===== src/design/lcd_dlr_ram.sv =====
// simple dual port ram with one write port and one registered read port
`default_nettype none

module lcd_dlr_ram #(
  parameter int unsigned DEPTH = 256,
  parameter int unsigned WIDTH = 16,
  localparam int unsigned AW = $clog2(DEPTH)
) (
  input  wire logic             clk,
  input  wire logic             we,
  input  wire logic [AW-1:0]    waddr,
  input  wire logic [WIDTH-1:0] wdata,
  input  wire logic             re,
  input  wire logic [AW-1:0]    raddr,
  output logic      [WIDTH-1:0] rdata
);

  logic [WIDTH-1:0] mem [DEPTH];

  always_ff @(posedge clk) begin
    if (we) begin
      mem[waddr] <= wdata;
    end
  end

  always_ff @(posedge clk) begin
    if (re) begin
      rdata <= mem[raddr];
    end
  end

endmodule

`default_nettype wire


===== config.mk =====
export PLATFORM = sky130hd
export DESIGN_NAME = lcd_dlr_ram
export DESIGN_NICKNAME = d
export VERILOG_FILES = /design/src/design/lcd_dlr_ram.sv
export SDC_FILE = /design/constraint.sdc
export NUM_CORES = 2
export LEC_CHECK = 0
export ABC_AREA = 1
export BUFFER_PORTS_ARGS = -buffer_cell sky130_fd_sc_hd__buf_2
export CORE_AREA = 3 3 648 650
export CTS_CLUSTER_DIAMETER = 150
export CTS_CLUSTER_SIZE = 12
export DETAILED_ROUTE_END_ITERATION = 12
export DIE_AREA = 0 0 651 653
export PLACE_DENSITY_LB_ADDON = 0.15
export SYNTH_ARGS = -nofsm -noshare
export SYNTH_HDL_FRONTEND = slang
export SYNTH_SLANG_ARGS = --single-unit

===== constraint.sdc =====
create_clock -name clk -period 2.7 [get_ports clk]
set_input_delay 0.27 -clock clk [delete_from_list [all_inputs] [get_ports clk]]
set_output_delay 0.27 -clock clk [all_outputs]
set_load 0.01 [all_outputs]

==> key figures <==
Routing
  • Vias: 112k
  • # DRC: 0
  • Via density: 5.62
  • DR WL/cell: 27.0 um
  • WL final: 537,000 um
  • ANT nets after route: 0
  • DRT Pass-1 Iters: 6
  • DRT iter0 DRCs: 13.3k

Power
  • Power, Total: 0.128 W
  • Peak supply drop: 0.460 mV
  • Pleak: 67.3 nW
  • Sequential Power Share: 54.9%
  • Sw Share: 23.1%
  • Psw: 0.0296 W
  • Pwr Density: 671 nW/um^2
  • Clk pwr share: 37.5%
  • Pint: 0.0988 W
  • Power share of the combinational group: 7.7%

Synth
  • Yosys top cell by area: edfxtp_1
  • FF+latch count, synth: 4,112
  • Sequential fraction of the synthesis area: 74.4%
  • FFs w/ async S/R, synth: 0%
  • Netlist Area Pre-Place: 166,000 sq um
  • Avg Cell Area, Syn: 12.2 sq um
  • Yosys warnings: 0
  • Post-Synthesis Cells: 13.6k
  • Most common library cells after synthesis: 4,211 x nand2_1, 4,112 x edfxtp_1, 4,035 x nand3_1
  • Share of the synthesized area in the top cell type: 74.4%
  • Most common cell in the netlist: nand2_1
  • Post-Syn Nets: 13.7k
  • Library cells used by synthesis: 14
  • Post-synth EDFFs: 4,112
  • Area contributors post-synth: edfxtp_1 74%, nand3_1 12%, nand2_1 9.5%
  • Synth Flop Type: edfxtp_1

Global routing
  • Met1 GRT Util: 35.9%
  • GRT busiest layer: met2
  • Met2 Use GR: 38.8%
  • Largest net degree at the start of global routing: 85
  • Antenna violations before repair: 35
  • GR Util All Layers: 24.7%
  • Vias in the first global route: 106k
  • Global-route wire length before repair: 771,000 um
  • Met3 Track Usage GR: 3.28%
  • Congestion Overflow GR: 0

Placed design
  • HPWL after DPL: 332,000 um
  • Final GP Congestion: 0.874
  • Buffers on Ports: 50
  • DP Area: 181,000 sq um
  • Placed instance count: 19.4k

Critical path
  • Critical path required time: 3450 ps
  • Worst R2R Path Depth: 11
  • R2R Path Start: mem[188][4]
  • Crit path arrival time: 3310 ps
  • Crit end category: register
  • Critical R2R Capture: rdata[4]
  • Crit Path Max Fanout: 1
  • R2R Setup Slk: 140 ps
  • CP startpoint kind: register
  • WS Path Type: reg -> reg

Job
  • Max-cap violation count: 0

Clocking
  • Post-CTS Setup Bufs: 0
  • Clk Latency, worst-skew pair: 990 ps
  • Bufs on Longest Clock Path: 4
  • Num Clock Sinks: 4,112
  • Num CTS Buffers: 380
  • H-tree Lvls: 5
  • Root buffer cell: clkbuf_16
  • CTS tree: built
  • Clk slew on worst S/H paths: 60 ps

Timing
  • Final slew viol count: 0
  • Max_slew headroom: 16.5%
  • Final Skew: 61.5 ps
  • Fmax achieved: 390 MHz
  • Final setup violation count: 0
  • Unrepaired setup endpoints after global routing: false
  • Minimum clock period after layout: 2560 ps
  • Worst-Margin Slew: 1250 ps
  • Final hold vios: 0
  • Min Hold Slack: 159 ps
  • Crit share post-route: 95.0%

Layout
  • Fillers: 36.9k
  • Post-route cell area: 191,000 sq um
  • Layout Cells excl Fill: 19.8k
  • Share of cells above drive strength 1: 11.9%
  • Area growth syn-to-layout: 15.3%
  • Final nets: 14.3k

Die
  • I/O Pins: 51
  • Starting Density: 40.1%
  • Die height: 653 um
  • Core area: 414,000 sq um
  • # rows: 236
  • Die area: 425,000 sq um
  • Horiz. Die Dim: 651 um

Hold path
  • Worst hold path class: in -> reg
  • Worst hold endpoint: mem[234][9]
  • Hold-critical path depth: 5
  • Hold Crit Start: waddr[6]

Status
  • Outcome: completed
==> cells by family after synthesis <==
family / Yosys count / share of synthesized area, %
buffers and inverters: 976 / 3.21
flip-flops: 4112 / 74.4
AND/OR/NAND/NOR: 8529 / 22.3
==> flip-flops by register name, indices dropped and copies added, names as in the netlist <==
name and count:
mem 4096, rdata 16
==> worst max-delay path, cell delays in order, from the launching register on <==
cell	delay [ps]
edfxtp_1	370
nand2_1	80
nand3_1	70
nand3_1	230
nand3_1	120
nand3_1	190
nand3_1	230
nand3_1	400
nand2_2	260
buf_4	210
nand2_1	130
nand2_1	70
==> power groups by stage <==
stage,sequential (W),clock [W],combinational (W)
after floorplan,0.0718,0,0.00435
after global placement,0.0718,0,0.00972
after detailed placement,0.0718,0,0.00977
after CTS,0.0705,0.0491,0.00982
after global routing,0.0704,0.0513,0.0105
final,0.0705,0.0481,0.00983
==> layout make-up <==
type | instances | area (sq um) | area share [%]
diodes | 45 | 113 | 0.0589
clock buffers | 389 | 9730 | 5.09
clock inverters | 17 | 324 | 0.169
inverters | 39 | 199 | 0.104
multi-input cells | 8529 | 37200 | 19.5
flip-flops and latches | 4112 | 123000 | 64.6
well taps | 5474 | 6850 | 3.58
repair buffers | 1238 | 13300 | 6.98
==> timing repair <==
item | CTS | global route
endpoints found under the hold margin | 1244 | 0
setup endpoints to repair | 1 | 0
hold buffers | 18 | 0
gates resized for setup | 2 | 0
==> worst max-delay path by stage <==
stage | start | endpoint | cells past startpoint
floorplan | we | mem[162][0] | 4
global placement | raddr[0] | rdata[4] | 15
detailed placement | raddr[1] | rdata[4] | 14
CTS | mem[225][1] | rdata[1] | 11
global route | mem[189][4] | rdata[4] | 11
finish | mem[188][4] | rdata[4] | 11
==> per-stage QoR <==
| step | setup TNS (ps) | setup WS [ps] | utilization [%] |
|---|---|---|---|
| finish | 0 | 135 | 46.2 |
| global placement | -6190 | -672 | 43.7 |
| global route | 0 | 82.0 | 46.2 |
| CTS | 0 | 120 | 46.2 |
| floorplan | 0 | 590 | - |
| detailed placement | -6190 | -671 | 43.7 |
==> layout by cell type, fill, tap and decap left out <==
| cell | count |
|---|---|
| bufinv_16 | 1 |
| buf_12 | 314 |
| buf_6 | 1 |
| inv_1 | 33 |
| buf_8 | 19 |
| dlygate4sd3_1 | 18 |
| inv_16 | 8 |
| buf_2 | 28 |
| inv_8 | 2 |
| edfxtp_1 | 4112 |
| nor2_1 | 230 |
| nand2_2 | 16 |
| clkinv_8 | 3 |
| buf_4 | 858 |
| inv_2 | 1 |
| nand2_1 | 4195 |
| nand3_1 | 4034 |
| clkbuf_16 | 389 |
| nor2_2 | 53 |
| inv_6 | 5 |
| nand3_2 | 1 |
| clkinv_16 | 3 |
| diode_2 | 45 |
==> layer usage <==
| layer | part of all wire (%) | wire length, um | up-vias |
|---|---|---|---|
| li1 | - | - | 49759 |
| met1 | 43 | 231000 | 56373 |
| met2 | 46 | 246000 | 4661 |
| met3 | 7.8 | 41800 | 755 |
| met4 | 3.4 | 18200 | 6 |
| met5 | 0.0076 | 41 | - |
Note: power is estimated with default switching activity, not from simulation.
