[config.mk]
export PLATFORM = sky130hd
export DESIGN_NAME = lcd_dlr_seq
export DESIGN_NICKNAME = d
export VERILOG_FILES = /design/src/design/lcd_dlr_pkg.sv /design/src/design/lcd_dlr_seq.sv
export SDC_FILE = /design/constraint.sdc
export NUM_CORES = 1
export LEC_CHECK = 0
export BUFFER_PORTS_ARGS = -buffer_cell sky130_fd_sc_hd__clkbuf_2
export CORE_MARGIN = 2
export CORE_UTILIZATION = 35
export CTS_BUF_LIST = sky130_fd_sc_hd__clkbuf_16
export CTS_CLUSTER_SIZE = 25
export DETAILED_ROUTE_END_ITERATION = 16
export GPL_TIMING_DRIVEN = 0
export MAX_ROUTING_LAYER = met4
export SETUP_SLACK_MARGIN = 0.15
export SYNTH_ARGS = -nofsm -noshare
export SYNTH_HDL_FRONTEND = slang
export SYNTH_SLANG_ARGS = --single-unit
[constraint.sdc]
create_clock -name clk -period 5.04 [get_ports clk]
set_input_delay 1.512 -clock clk [delete_from_list [all_inputs] [get_ports clk]]
set_output_delay 1.512 -clock clk [all_outputs]
set_load 0.02 [all_outputs]
[src/design/lcd_dlr_pkg.sv]
// shared types and constants for the dirty line refresh block
`default_nettype none

package lcd_dlr_pkg;

  localparam int unsigned PANEL_WIDTH  = 240;
  localparam int unsigned PANEL_HEIGHT = 320;
  localparam int unsigned PIXELS       = PANEL_WIDTH * PANEL_HEIGHT;
  localparam int unsigned ADDR_W       = $clog2(PIXELS);

  localparam int unsigned OP_W   = 2;
  localparam int unsigned COL_W  = 8;
  localparam int unsigned LINE_W = 9;
  localparam int unsigned PIX_W  = 16;
  localparam int unsigned CMD_W  = 8;
  localparam int unsigned CFG_IDX_W = 2;

  localparam logic [OP_W-1:0] OP_WRITE   = 2'd0;
  localparam logic [OP_W-1:0] OP_REFRESH = 2'd1;
  localparam logic [OP_W-1:0] OP_PULL    = 2'd2;

  localparam logic [CFG_IDX_W-1:0] CFG_COL_CMD = 2'd0;
  localparam logic [CFG_IDX_W-1:0] CFG_ROW_CMD = 2'd1;
  localparam logic [CFG_IDX_W-1:0] CFG_MEM_CMD = 2'd2;

  localparam logic [CMD_W-1:0] COL_CMD_RST = 8'd42;
  localparam logic [CMD_W-1:0] ROW_CMD_RST = 8'd43;
  localparam logic [CMD_W-1:0] MEM_CMD_RST = 8'd44;

  typedef struct packed {
    logic [OP_W-1:0]   op;
    logic [COL_W-1:0]  column;
    logic [LINE_W-1:0] line;
    logic [PIX_W-1:0]  pixel;
  } in_item_t;

  typedef struct packed {
    logic             data_not_command;
    logic             is_pixel_word;
    logic [PIX_W-1:0] value;
    logic             last_of_run;
  } out_item_t;

  typedef struct packed {
    logic [CMD_W-1:0] col_cmd;
    logic [CMD_W-1:0] row_cmd;
    logic [CMD_W-1:0] mem_cmd;
  } cmd_cfg_t;

  typedef struct packed {
    logic              we;
    logic [ADDR_W-1:0] addr;
    logic [PIX_W-1:0]  data;
  } ram_wr_t;

  typedef struct packed {
    logic              re;
    logic [ADDR_W-1:0] addr;
  } ram_rd_t;

  typedef enum logic [3:0] {
    ST_CLEAR,
    ST_IDLE,
    ST_BASE,
    ST_WRITE,
    ST_SCAN,
    ST_DRAIN,
    ST_DECIDE,
    ST_EMIT,
    ST_PREAD,
    ST_PEMIT
  } state_t;

  typedef enum logic [3:0] {
    EM_COL_CMD,
    EM_FIRST_HI,
    EM_FIRST_LO,
    EM_LAST_HI,
    EM_LAST_LO,
    EM_ROW_CMD,
    EM_ROW_HI_A,
    EM_ROW_LO_A,
    EM_ROW_HI_B,
    EM_ROW_LO_B,
    EM_MEM_CMD
  } emit_step_t;

endpackage

`default_nettype wire

[src/design/lcd_dlr_seq.sv]
// sequencer with shared compare unit, span tracking and output register
`default_nettype none

module lcd_dlr_seq (
  input  wire logic                  clk,
  input  wire logic                  rst_n,
  input  wire logic                  in_valid,
  output logic                       in_ready,
  input  wire lcd_dlr_pkg::in_item_t in_data,
  output logic                       out_valid,
  input  wire logic                  out_ready,
  output lcd_dlr_pkg::out_item_t     out_data,
  input  wire lcd_dlr_pkg::cmd_cfg_t cfg,
  output lcd_dlr_pkg::ram_wr_t       fr_wr,
  output lcd_dlr_pkg::ram_rd_t       fr_rd,
  input  wire logic [lcd_dlr_pkg::PIX_W-1:0] fr_q,
  output lcd_dlr_pkg::ram_wr_t       sh_wr,
  output lcd_dlr_pkg::ram_rd_t       sh_rd,
  input  wire logic [lcd_dlr_pkg::PIX_W-1:0] sh_q
);

  localparam logic [lcd_dlr_pkg::COL_W-1:0] X_LAST =
    lcd_dlr_pkg::COL_W'(lcd_dlr_pkg::PANEL_WIDTH - 1);
  localparam logic [lcd_dlr_pkg::ADDR_W-1:0] CLR_LAST =
    lcd_dlr_pkg::ADDR_W'(lcd_dlr_pkg::PIXELS - 1);
  localparam logic [lcd_dlr_pkg::COL_W:0] COL_LIMIT =
    (lcd_dlr_pkg::COL_W + 1)'(lcd_dlr_pkg::PANEL_WIDTH);
  localparam logic [lcd_dlr_pkg::LINE_W:0] LINE_LIMIT =
    (lcd_dlr_pkg::LINE_W + 1)'(lcd_dlr_pkg::PANEL_HEIGHT);

  lcd_dlr_pkg::state_t     state_r, state_nxt;
  lcd_dlr_pkg::emit_step_t step_r, step_nxt;
  lcd_dlr_pkg::in_item_t   item_r;
  lcd_dlr_pkg::out_item_t  out_item_r, out_item_nxt, emit_item;

  logic [lcd_dlr_pkg::ADDR_W-1:0] clr_addr_r;
  logic [lcd_dlr_pkg::ADDR_W-1:0] base_r;
  logic [lcd_dlr_pkg::ADDR_W-1:0] cmp_addr_r;
  logic [lcd_dlr_pkg::COL_W-1:0]  x_r;
  logic [lcd_dlr_pkg::COL_W-1:0]  cmp_x_r;
  logic [lcd_dlr_pkg::COL_W-1:0]  first_r;
  logic [lcd_dlr_pkg::COL_W-1:0]  last_r;
  logic                           cmp_v_r;
  logic                           any_r;
  logic                           out_valid_r, out_valid_nxt;

  logic                           span_pending_r;
  logic [lcd_dlr_pkg::COL_W-1:0]  span_next_r;
  logic [lcd_dlr_pkg::COL_W-1:0]  span_last_r;
  logic [lcd_dlr_pkg::LINE_W-1:0] span_row_r;

  logic                           accept;
  logic                           slot_free;
  logic                           load_out;
  logic                           diff;
  logic                           col_ok;
  logic                           line_ok;
  logic [lcd_dlr_pkg::LINE_W-1:0] mul_line;
  logic [lcd_dlr_pkg::PIX_W-1:0]  first16, last16, line16;

  assign accept    = in_valid && in_ready;
  assign slot_free = !out_valid_r || out_ready;
  assign diff      = cmp_v_r && (fr_q != sh_q);
  assign col_ok    = {1'b0, in_data.column} < COL_LIMIT;
  assign line_ok   = {1'b0, in_data.line} < LINE_LIMIT;
  assign mul_line  = (item_r.op == lcd_dlr_pkg::OP_PULL) ? span_row_r : item_r.line;
  assign first16   = lcd_dlr_pkg::PIX_W'(first_r);
  assign last16    = lcd_dlr_pkg::PIX_W'(last_r);
  assign line16    = lcd_dlr_pkg::PIX_W'(item_r.line);

  assign out_valid = out_valid_r;
  assign out_data  = out_item_r;

  // next state
  always_comb begin
    state_nxt = state_r;
    unique case (state_r)
      lcd_dlr_pkg::ST_CLEAR: begin
        if (clr_addr_r == CLR_LAST) state_nxt = lcd_dlr_pkg::ST_IDLE;
      end
      lcd_dlr_pkg::ST_IDLE: begin
        if (accept) begin
          priority if (in_data.op == lcd_dlr_pkg::OP_WRITE) begin
            if (col_ok && line_ok) state_nxt = lcd_dlr_pkg::ST_BASE;
          end else if (in_data.op == lcd_dlr_pkg::OP_REFRESH) begin
            if (line_ok) state_nxt = lcd_dlr_pkg::ST_BASE;
          end else if (in_data.op == lcd_dlr_pkg::OP_PULL) begin
            if (span_pending_r) state_nxt = lcd_dlr_pkg::ST_BASE;
          end else begin
            state_nxt = lcd_dlr_pkg::ST_IDLE;
          end
        end
      end
      lcd_dlr_pkg::ST_BASE: begin
        priority if (item_r.op == lcd_dlr_pkg::OP_WRITE) state_nxt = lcd_dlr_pkg::ST_WRITE;
        else if (item_r.op == lcd_dlr_pkg::OP_REFRESH) state_nxt = lcd_dlr_pkg::ST_SCAN;
        else state_nxt = lcd_dlr_pkg::ST_PREAD;
      end
      lcd_dlr_pkg::ST_WRITE:  state_nxt = lcd_dlr_pkg::ST_IDLE;
      lcd_dlr_pkg::ST_SCAN: begin
        if (x_r == X_LAST) state_nxt = lcd_dlr_pkg::ST_DRAIN;
      end
      lcd_dlr_pkg::ST_DRAIN:  state_nxt = lcd_dlr_pkg::ST_DECIDE;
      lcd_dlr_pkg::ST_DECIDE: begin
        state_nxt = any_r ? lcd_dlr_pkg::ST_EMIT : lcd_dlr_pkg::ST_IDLE;
      end
      lcd_dlr_pkg::ST_EMIT: begin
        if (slot_free && step_r == lcd_dlr_pkg::EM_MEM_CMD) state_nxt = lcd_dlr_pkg::ST_IDLE;
      end
      lcd_dlr_pkg::ST_PREAD:  state_nxt = lcd_dlr_pkg::ST_PEMIT;
      lcd_dlr_pkg::ST_PEMIT: begin
        if (slot_free) state_nxt = lcd_dlr_pkg::ST_IDLE;
      end
      default:                state_nxt = lcd_dlr_pkg::ST_IDLE;
    endcase
  end

  // window sequence bytes
  always_comb begin
    emit_item = '0;
    unique case (step_r)
      lcd_dlr_pkg::EM_COL_CMD:  emit_item.value = {8'h00, cfg.col_cmd};
      lcd_dlr_pkg::EM_FIRST_HI: emit_item.value = {8'h00, first16[15:8]};
      lcd_dlr_pkg::EM_FIRST_LO: emit_item.value = {8'h00, first16[7:0]};
      lcd_dlr_pkg::EM_LAST_HI:  emit_item.value = {8'h00, last16[15:8]};
      lcd_dlr_pkg::EM_LAST_LO:  emit_item.value = {8'h00, last16[7:0]};
      lcd_dlr_pkg::EM_ROW_CMD:  emit_item.value = {8'h00, cfg.row_cmd};
      lcd_dlr_pkg::EM_ROW_HI_A: emit_item.value = {8'h00, line16[15:8]};
      lcd_dlr_pkg::EM_ROW_LO_A: emit_item.value = {8'h00, line16[7:0]};
      lcd_dlr_pkg::EM_ROW_HI_B: emit_item.value = {8'h00, line16[15:8]};
      lcd_dlr_pkg::EM_ROW_LO_B: emit_item.value = {8'h00, line16[7:0]};
      lcd_dlr_pkg::EM_MEM_CMD:  emit_item.value = {8'h00, cfg.mem_cmd};
      default:                  emit_item.value = '0;
    endcase
    emit_item.data_not_command = !(step_r == lcd_dlr_pkg::EM_COL_CMD ||
                                   step_r == lcd_dlr_pkg::EM_ROW_CMD ||
                                   step_r == lcd_dlr_pkg::EM_MEM_CMD);
    emit_item.last_of_run = (step_r == lcd_dlr_pkg::EM_MEM_CMD);
  end

  // outputs and ram control
  always_comb begin
    in_ready      = (state_r == lcd_dlr_pkg::ST_IDLE);
    load_out      = 1'b0;
    out_item_nxt  = out_item_r;
    step_nxt      = step_r;
    fr_wr         = '0;
    fr_rd         = '0;
    sh_wr         = '0;
    sh_rd         = '0;

    unique case (state_r)
      lcd_dlr_pkg::ST_CLEAR: begin
        fr_wr.we   = 1'b1;
        fr_wr.addr = clr_addr_r;
        sh_wr.we   = 1'b1;
        sh_wr.addr = clr_addr_r;
      end
      lcd_dlr_pkg::ST_BASE: begin
        step_nxt = lcd_dlr_pkg::EM_COL_CMD;
      end
      lcd_dlr_pkg::ST_WRITE: begin
        fr_wr.we   = 1'b1;
        fr_wr.addr = base_r + lcd_dlr_pkg::ADDR_W'(item_r.column);
        fr_wr.data = item_r.pixel;
      end
      lcd_dlr_pkg::ST_EMIT: begin
        if (slot_free) begin
          load_out     = 1'b1;
          out_item_nxt = emit_item;
          step_nxt     = lcd_dlr_pkg::emit_step_t'(step_r + 4'd1);
        end
      end
      lcd_dlr_pkg::ST_PREAD: begin
        sh_rd.re   = 1'b1;
        sh_rd.addr = base_r + lcd_dlr_pkg::ADDR_W'(span_next_r);
      end
      lcd_dlr_pkg::ST_PEMIT: begin
        if (slot_free) begin
          load_out                      = 1'b1;
          out_item_nxt.data_not_command = 1'b1;
          out_item_nxt.is_pixel_word    = 1'b1;
          out_item_nxt.value            = sh_q;
          out_item_nxt.last_of_run      = 1'b1;
        end
      end
      default: begin
      end
    endcase

    // scan: read both stores ahead, write back in the cycle after the read
    if (state_r == lcd_dlr_pkg::ST_SCAN) begin
      fr_rd.re   = 1'b1;
      fr_rd.addr = base_r + lcd_dlr_pkg::ADDR_W'(x_r);
      sh_rd.re   = 1'b1;
      sh_rd.addr = base_r + lcd_dlr_pkg::ADDR_W'(x_r);
    end
    if (state_r != lcd_dlr_pkg::ST_CLEAR && diff) begin
      sh_wr.we   = 1'b1;
      sh_wr.addr = cmp_addr_r;
      sh_wr.data = fr_q;
    end

    out_valid_nxt = load_out ? 1'b1 : (out_valid_r && !out_ready);
  end

  // control state
  always_ff @(posedge clk) begin
    if (!rst_n) begin
      state_r        <= lcd_dlr_pkg::ST_CLEAR;
      step_r         <= lcd_dlr_pkg::EM_COL_CMD;
      clr_addr_r     <= '0;
      cmp_v_r        <= 1'b0;
      any_r          <= 1'b0;
      out_valid_r    <= 1'b0;
      span_pending_r <= 1'b0;
      span_next_r    <= '0;
      span_last_r    <= '0;
      span_row_r     <= '0;
    end else begin
      state_r     <= state_nxt;
      step_r      <= step_nxt;
      out_valid_r <= out_valid_nxt;
      cmp_v_r     <= (state_r == lcd_dlr_pkg::ST_SCAN);
      if (state_r == lcd_dlr_pkg::ST_CLEAR) clr_addr_r <= clr_addr_r + 1'b1;
      if (state_r == lcd_dlr_pkg::ST_BASE) begin
        any_r <= 1'b0;
      end else if (diff) begin
        any_r <= 1'b1;
      end
      if (state_r == lcd_dlr_pkg::ST_DECIDE && any_r) begin
        span_pending_r <= 1'b1;
        span_next_r    <= first_r;
        span_last_r    <= last_r;
        span_row_r     <= item_r.line;
      end
      if (state_r == lcd_dlr_pkg::ST_PEMIT && slot_free) begin
        if (span_next_r >= span_last_r) span_pending_r <= 1'b0;
        else span_next_r <= span_next_r + 1'b1;
      end
    end
  end

  // datapath registers
  always_ff @(posedge clk) begin
    if (accept) item_r <= in_data;
    if (state_r == lcd_dlr_pkg::ST_BASE) begin
      base_r <= lcd_dlr_pkg::ADDR_W'(mul_line) *
                lcd_dlr_pkg::ADDR_W'(lcd_dlr_pkg::PANEL_WIDTH);
      x_r    <= '0;
    end else if (state_r == lcd_dlr_pkg::ST_SCAN) begin
      x_r <= x_r + 1'b1;
    end
    cmp_x_r    <= x_r;
    cmp_addr_r <= base_r + lcd_dlr_pkg::ADDR_W'(x_r);
    if (diff) begin
      if (!any_r) first_r <= cmp_x_r;
      last_r <= cmp_x_r;
    end
    if (load_out) out_item_r <= out_item_nxt;
  end

endmodule

`default_nettype wire

==> reports/results.tsv, run 1 <==
metric	value	unit
global route overflow	0	
Wirelength per Cell	18.61	µm
element type at the critical path end	output pin	
Fmax	208.0	MHz
Final Core Density	0.4356	
max-cap violations	0	
synthesized cell area	9523	µm²
CTS Buf Count	17	
hold crit path type	flip-flop to flip-flop	
register area share after synthesis	0.4362	
clock sinks	166	
Worst Reg-to-Reg Cells	12	
synth-to-layout area growth	22.60	%
r2r setup slk	0.95	ns
Slew Viols, Final	0	
CTS root buffer	clkbuf_16	
row count	60	
status	finished, final reports clean	
vias in the first global route	8198	
Initial DRC Count	534	
crit start category	input pin	
hold depth	0	
Worst EP required	3.53	ns
Hold EP	cmp_x_r[3]	
Synth top cells by count	nand2_1 (105), dfxtp_1 (83), edfxtp_1 (83)	
share of layout cells above drive strength 1	0.2220	
Slew headroom	0.2700	
Ys Warns	0	
CTS hold repair buffers	0	
final setup fails	0	
Async SR Flop Fraction	0	
Vias	8472	
Worst Tran Pin Value	1.095	ns
Post-DP HPWL	23550	µm
VDD IR max	171.8	µV
most frequent cell after synthesis	nand2_1	
final hold vios	0	
power per cell area	380.8	nW/µm²
First-pass DRT Iterations	5	
first-pass GRT wire length	45360	µm
kind of critical path	input pin to output pin	
Hold Startpoint	x_r[3]	
ys flop type	edfxtp_1	
share of the synthesized area in the top cell type	0.2617	
Total GRT Usage	0.2129	
RSZ-0062 raised after global routing	yes	
Synthesized Nets	1159	
EDFF count, synth	83	
Leak	4.979	nW
Antenna Violating Nets Remaining	0	
pin count of the biggest net entering global routing	36	
GPL Wtd Cong	0.9143	
DRC viols	0	
total number of H-tree levels	4	
Reg-to-Reg Start	item_r[34]	
# IOs	220	
synth top area cells	edfxtp_1 (26%), dfxtp_1 (17%), ha_1 (5.9%), xnor2_1 (4.4%), nand2_1 (4.1%)	
post-synthesis register bit count	166	
Setup WS pre-CTS	-0.4286	ns
CTS tree	yes	
nets@finish	1398	
Filler cells	2669	
Synth area leader	edfxtp_1	
Die W	169.0	µm
Setup Fix Bufs, Post-CTS	0	
PnR worst setup slack	0.2333	ns
Clock Skew	0.01044	ns
Core Region	26800	µm²
starting density of the core	0.3553	
Crit Path Max Fanout	10	
Critical Path AT	3.29	ns
die height	169.0	µm
Port Buffers	219	
clk_lat worst skew	0.43	ns
Post-Syn Area per Cell	9.476	µm²
maximum clock path buffer count	2	
Final min period	4.807	ns
DIE AREA	28540	µm²
Synth Instances	1005	
Routed WL	29750	µm
post-synth cell types	71	
initial antenna violation count	1	
period utilization	0.9537	
Worst R2R End	base_r[15]	
via/cell ratio	5.298	
clock slew seen by the registers of the worst setup and hold paths	0.07	ns
## how the worst max path moves through the flow
| stage | startpoint | end | slack (ns) | cells after the start |
|---|---|---|---|---|
| 2_1_floorplan | sh_q[10] | sh_wr[24] | 0.74 | 6 |
| 3_3_place_gp | sh_q[5] | sh_wr[28] | -0.40 | 8 |
| 3_5_place_dp | sh_q[7] | sh_wr[28] | -0.43 | 8 |
| 4_1_cts | sh_q[7] | sh_wr[15] | 0.15 | 8 |
| 5_1_grt | sh_q[0] | sh_wr[26] | 0.14 | 7 |
| 6_report | sh_q[0] | sh_wr[28] | 0.23 | 8 |
## layout make-up
| type | count | area (µm²) | area share |
|---|---|---|---|
| inverters | 64 | 240.2 | 0.02058 |
| clock buffers | 17 | 425.4 | 0.03644 |
| flip-flops and latches | 166 | 4154 | 0.3558 |
| plain buffers | 50 | 215.2 | 0.01843 |
| clock inverters | 15 | 160.2 | 0.01372 |
| multi-input cells | 725 | 4950 | 0.4240 |
| well taps | 341 | 426.7 | 0.03654 |
| repair buffers | 220 | 1101 | 0.09431 |
| diodes | 1 | 2.502 | 0.0002143 |
## cells in the final DEF (no fill, tap or decap), drive strengths merged, types with 44 or more instances in the layout
master  netlist  layout
a21oi        59      59
and2         58      58
clkbuf       38     273
dfxtp        83      83
edfxtp       83      83
ha           45      45
inv          64      75
nand2       105     105
nor2         74      74
o21ai        44      44
xnor2        48      48
## worst max-delay path, cell delays in order
cell and delay, ns:
clkbuf_2 0.12, xnor2_1 0.16, nand4_1 0.18, o41ai_4 0.55, nor2_4 0.15, buf_4 0.25, a22o_1 0.21, clkbuf_2 0.16
## cell families after synthesis
family,after synthesis,share of synthesized area
xor gates and xnor gates,73,0.06714
DFF,166,0.4362
and+or+nand+nor,351,0.1845
buffers and inverters,114,0.04717
AOI/OAI and AO/OA,227,0.1603
adders and majority gates,59,0.08856
muxes,15,0.01616
## metrics by stage
stage	setup TNS [ns]	cell area, µm²	power, mW	instances	hold WS [ns]
6_report	0	11670	4.446	1599	0.4191
5_1_grt	0	11670	4.688	1599	0.4356
4_1_cts	0	11670	4.466	1598	0.4199
3_5_place_dp	-6.913	11050	3.153	1566	0.4162
3_3_place_gp	-6.324	11050	3.130	1565	0.4113
2_1_floorplan	0	9523	2.688	1005	0.3758
## per-layer routing
layer	track usage	wire length, µm	vias to the layer above
li1	-	-	4060
met1	0.2607	12740	4058
met2	0.3539	14570	304
met3	0.03647	1699	50
met4	0.07759	740	0
met5	-	0	-
## registers in the layout, summed over array words and instances (netlist names), 9 cells and up
name,count
out_data,19
cmp_addr_r,13
span_row_r,9
item_r,35
base_r,13
clr_addr_r,17
## power by group
group | leakage, nW | switching [mW] | total [mW] | internal, mW
registers | 1.45 | 0.0911 | 1.68 | 1.59
clock network | 0.289 | 0.611 | 1.32 | 0.704
logic | 3.24 | 0.932 | 1.45 | 0.518
total | 4.98 | 1.63 | 4.45 | 2.81
## repair_timing
| action | in CTS | in global routing |
|---|---|---|
| endpoints found under the setup margin | 34 | 20 |
| resized for setup | 6 | 4 |
| pin swaps | 0 | 1 |
Note: power is estimated with default switching activity, not from simulation.
==> inputs of run 2 (changes only) <==
Clock period 5.04 ns to 4.2 ns, I/O delays scaled along.
==> reports/results.tsv, run 2 (synthesis results as in run 1) <==
metric	value	unit
status	finished, final reports clean	
First-pass DRT Iterations	7	
first-pass GRT wire length	45750	µm
GPL Wtd Cong	0.9143	
PnR worst setup slack	0.07913	ns
kind of critical path	input pin to output pin	
row count	60	
slowest CP cell	o41ai_4	
Worst Tran Pin Value	1.090	ns
Total GRT Usage	0.2151	
VDD IR max	209.3	µV
Reg with most FFs	item_r	
max-cap violations	0	
hold crit path type	flip-flop to flip-flop	
Clock Skew	0.01197	ns
most frequent cell on the critical path	buf_6	
starting density of the core	0.3553	
Fmax	242.7	MHz
CTS Buf Count	17	
clock slew seen by the registers of the worst setup and hold paths	0.07	ns
cell family with most CP delay	buffers and inverters	
Crit Path Max Fanout	5	
nets@finish	1414	
Post-DP HPWL	23550	µm
Antenna Violating Nets Remaining	0	
Worst EP required	2.94	ns
Register Area	4155	µm²
hold slack	0.4204	ns
Routed WL	30600	µm
cells along the critical path	buf_6, xnor2_2, nand4_1, o41ai_4, buf_4, nor2_4, clkbuf_16, a22o_1, buf_6	
commonest non-fill, non-tap cell in the layout	clkbuf_2	
element type at the critical path end	output pin	
CTS tree	yes	
Setup WS pre-CTS	-0.7646	ns
Largest register FFs	35	
Initial DRC Count	588	
DIE AREA	28540	µm²
share of layout cells above drive strength 1	0.2687	
CTS root buffer	clkbuf_16	
clk_lat worst skew	0.44	ns
power per cell area	443.4	nW/µm²
total number of H-tree levels	4	
DRC viols	0	
period utilization	0.9812	
Vias	8561	
final setup fails	0	
Die W	169.0	µm
Slew Viols, Final	0	
crit start category	input pin	
# IOs	220	
global route overflow	0	
Leak	5.196	nW
via/cell ratio	5.301	
Slew headroom	0.2734	
vias in the first global route	8235	
Final min period	4.121	ns
RSZ-0062 raised after global routing	yes	
pin count of the biggest net entering global routing	36	
maximum clock path buffer count	2	
Wirelength per Cell	18.95	µm
Crit path largest cell delay	0.37	ns
Filler cells	2570	
Critical Path AT	2.86	ns
Port Buffers	219	
most frequent cells in the layout	clkbuf_2 (186), nand2_1 (104), edfxtp_1 (83), dfxtp_1 (82), nor2_1 (72)	
area used by multi-input combinational logic	5200	µm²
CTS hold repair buffers	0	
initial antenna violation count	1	
die height	169.0	µm
final hold vios	0	
synth-to-layout area growth	29.54	%
clock sinks	166	
Core Region	26800	µm²
worst path bufs/invs	4	
[run 2: worst paths after layout]
check | startpoint | endpoint | slack [ns] | cells after the start
min reg2reg | x_r[3] | cmp_x_r[3] | 0.42 | 0
max | fr_q[6] | sh_wr[28] | 0.08 | 9
max reg2reg | item_r[34] | base_r[16] | 0.31 | 13
min | x_r[3] | cmp_x_r[3] | 0.42 | 0
[run 2: through the flow]
step	utilization	total power, mW	cell area [µm²]	cells	TNS (ns)
3_5_place_dp	0.4125	3.783	11050	1566	-18.26
2_1_floorplan	-	3.225	9523	1005	0
6_report	0.4603	5.470	12340	1615	0
5_1_grt	0.4603	5.757	12340	1615	0
4_1_cts	0.4463	5.380	11960	1604	0
3_3_place_gp	0.4121	3.755	11050	1565	-17.58
[run 2: where the power goes]
part | internal (mW) | switching (mW) | leakage [nW]
logic | 0.710 | 1.16 | 3.46
clock network | 0.845 | 0.734 | 0.289
registers | 1.91 | 0.111 | 1.45
total | 3.46 | 2.01 | 5.20
[run 2: routing by layer]
| metal | vias to the layer above | track usage | wire, µm |
|---|---|---|---|
| li1 | 4089 | - | - |
| met1 | 4111 | 0.2625 | 12810 |
| met2 | 316 | 0.3598 | 15270 |
| met3 | 45 | 0.03671 | 1806 |
| met4 | 0 | 0.07684 | 714 |
| met5 | - | - | 0 |
[run 2: timing repair]
item / 4_1_cts / 5_1_grt
setup buffers: 4 / 10
resized for setup: 64 / 101
endpoints found under the setup margin: 48 / 54
cloned: 2 / 0
pin swaps: 18 / 17
[run 2: layout make-up]
type	count	share of cell area
multi-input cells	725	0.4215
flip-flops and latches	166	0.3368
repair buffers	236	0.1183
well taps	341	0.03459
clock buffers	17	0.03449
plain buffers	50	0.02160
inverters	64	0.01947
clock inverters	15	0.01298
diodes	1	0.0002029
[run 2: worst register-to-register path, delay by kind of cell, from the launching register on]
kind | cells | cell delay [ns]
multiplexers | 1 | 0.30
adder cells (fa/ha/maj) | 3 | 1.43
AO/OA/AOI/OAI | 3 | 0.79
flip-flops | 1 | 0.42
AND/OR/NAND/NOR | 3 | 0.41
buffers and inverters | 3 | 0.41
==> inputs of run 3 (changes only) <==
Settings changed: PLACE_DENSITY set to 0.63.
==> reports/results.tsv, run 3 (synthesis results as in run 1) <==
metric	value	unit
status	finished, final reports clean	
Routed WL	30730	µm
nets@finish	1412	
Wirelength per Cell	19.05	µm
global route overflow	0	
DIE AREA	28540	µm²
via/cell ratio	5.319	
hold depth	0	
filler-free cell count of the finished design	1613	
Antenna Violating Nets Remaining	0	
die height	169.0	µm
starting density of the core	0.3553	
first-pass GRT wire length	46640	µm
VDD IR max	278.0	µV
Worst R2R End	base_r[16]	
Setup WS pre-CTS	-0.8181	ns
final setup fails	0	
Total GRT Usage	0.2178	
Reg with most FFs	item_r	
Worst EP required	2.94	ns
Reg-to-Reg Start	item_r[34]	
Die W	169.0	µm
Hold EP	cmp_x_r[3]	
synth-to-layout area growth	29.52	%
maximum clock path buffer count	2	
Worst Tran Pin Value	1.108	ns
max-cap violations	0	
First-pass DRT Iterations	5	
DRC viols	0	
routed wl met3	1671	µm
pin count of the biggest net entering global routing	36	
clock sinks	166	
met2 WL	15330	µm
Fmax	239.6	MHz
Port Buffers	219	
total number of H-tree levels	4	
Largest register FFs	35	
final hold vios	0	
hold crit path type	flip-flop to flip-flop	
Hold Startpoint	x_r[3]	
# IOs	220	
clk_lat worst skew	0.43	ns
Post-DP HPWL	23840	µm
Core Region	26800	µm²
period utilization	0.9938	
Slew headroom	0.2613	
GPL Wtd Cong	0.9126	
r2r setup slk	0.42	ns
kind of critical path	input pin to output pin	
Initial DRC Count	689	
CTS Buf Count	17	
Vias	8579	
Filler cells	2599	
top sig layer	met4	
initial antenna violation count	1	
element type at the critical path end	output pin	
share of layout cells above drive strength 1	0.2636	
PnR worst setup slack	0.02623	ns
Final min period	4.174	ns
Crit Path Max Fanout	5	
Worst Reg-to-Reg Cells	13	
CTS tree	yes	
clock slew seen by the registers of the worst setup and hold paths	0.06	ns
commonest non-fill, non-tap cell in the layout	clkbuf_2	
hold slack	0.4138	ns
CTS hold repair buffers	0	
Leak	5.189	nW
M1 WL	13090	µm
Clock Skew	0.01388	ns
crit start category	input pin	
power per cell area	449.7	nW/µm²
CTS root buffer	clkbuf_16	
most frequent cells in the layout	clkbuf_2 (178), nand2_1 (104), edfxtp_1 (83), dfxtp_1 (82), nor2_1 (72)	
vias in the first global route	8386	
placed cells	1565	
RSZ-0062 raised after global routing	yes	
Slew Viols, Final	0	
Critical Path AT	2.91	ns
row count	60	
==> run 3: cell count changes in the layout (fill, tap and decap cells not counted), moves of 5 or more <==
cell,previous run,this run
buf_2,7,18
and2_1,41,51
and2_4,16,6
clkbuf_2,186,178
clkbuf_8,14,7
inv_8,5,0
o21ai_4,1,6
xnor2_2,8,3
==> run 3: worst max-delay path, stage by stage <==
cell and delay [ns]:
clkbuf_2 0.11, xnor2_1 0.16, nand4_1 0.18, o41ai_4 0.39, buf_4 0.20, nor2_4 0.07
clkbuf_16 0.17, a22o_1 0.22, clkbuf_8 0.15
==> run 3: metrics by stage <==
stage | utilization | cell area [µm²] | TNS, ns | total power [mW]
global placement | 0.4121 | 11050 | -17.35 | 3.750
CTS | 0.4471 | 11980 | 0 | 5.469
global route | 0.4602 | 12330 | -0.1666 | 5.845
detailed placement | 0.4125 | 11060 | -18.88 | 3.775
finish | 0.4602 | 12330 | 0 | 5.546
floorplan | - | 9523 | 0 | 3.225
==> run 3: worst max path at each step <==
| stage | start | to | slack [ns] |
|---|---|---|---|
| after floorplan | sh_q[10] | sh_wr[24] | 0.40 |
| after global placement | sh_q[2] | sh_wr[4] | -0.75 |
| after detailed placement | sh_q[2] | sh_wr[4] | -0.82 |
| after CTS | fr_q[10] | sh_wr[28] | 0.02 |
| after global routing | fr_q[3] | sh_wr[28] | -0.04 |
| final | fr_q[0] | sh_wr[28] | 0.03 |
==> run 3: layout make-up <==
class / instances / area [µm²] / share of cell area
inverters: 64 / 240.2 / 0.01948
diodes: 1 / 2.502 / 0.0002029
clock buffers: 19 / 475.5 / 0.03855
well taps: 341 / 426.7 / 0.03459
flip-flops and latches: 166 / 4155 / 0.3369
plain buffers: 50 / 265.3 / 0.02151
repair buffers: 234 / 1395 / 0.1131
clock inverters: 13 / 155.1 / 0.01258
multi-input cells: 725 / 5219 / 0.4231
==> run 3: repair_timing <==
item                                    4_1_cts  5_1_grt
endpoints found under the hold margin         0        0
cloned                                        1        1
setup buffers                                 4        9
pin swaps                                    10       23
gates resized for setup                      68      100
endpoints found under the setup margin       54       54
==> run 3: power by group <==
part / switching [mW] / leakage, nW / internal (mW)
Combinational: 1.16 / 3.43 / 0.696
Sequential: 0.111 / 1.45 / 1.91
Clock: 0.707 / 0.310 / 0.964
==> run 3: layer usage <==
| layer | up-vias | GRT usage |
|---|---|---|
| li1 | 4080 | - |
| met1 | 4126 | 0.2657 |
| met2 | 326 | 0.3731 |
| met3 | 47 | 0.03484 |
| met4 | 0 | 0.06297 |
| met5 | - | - |
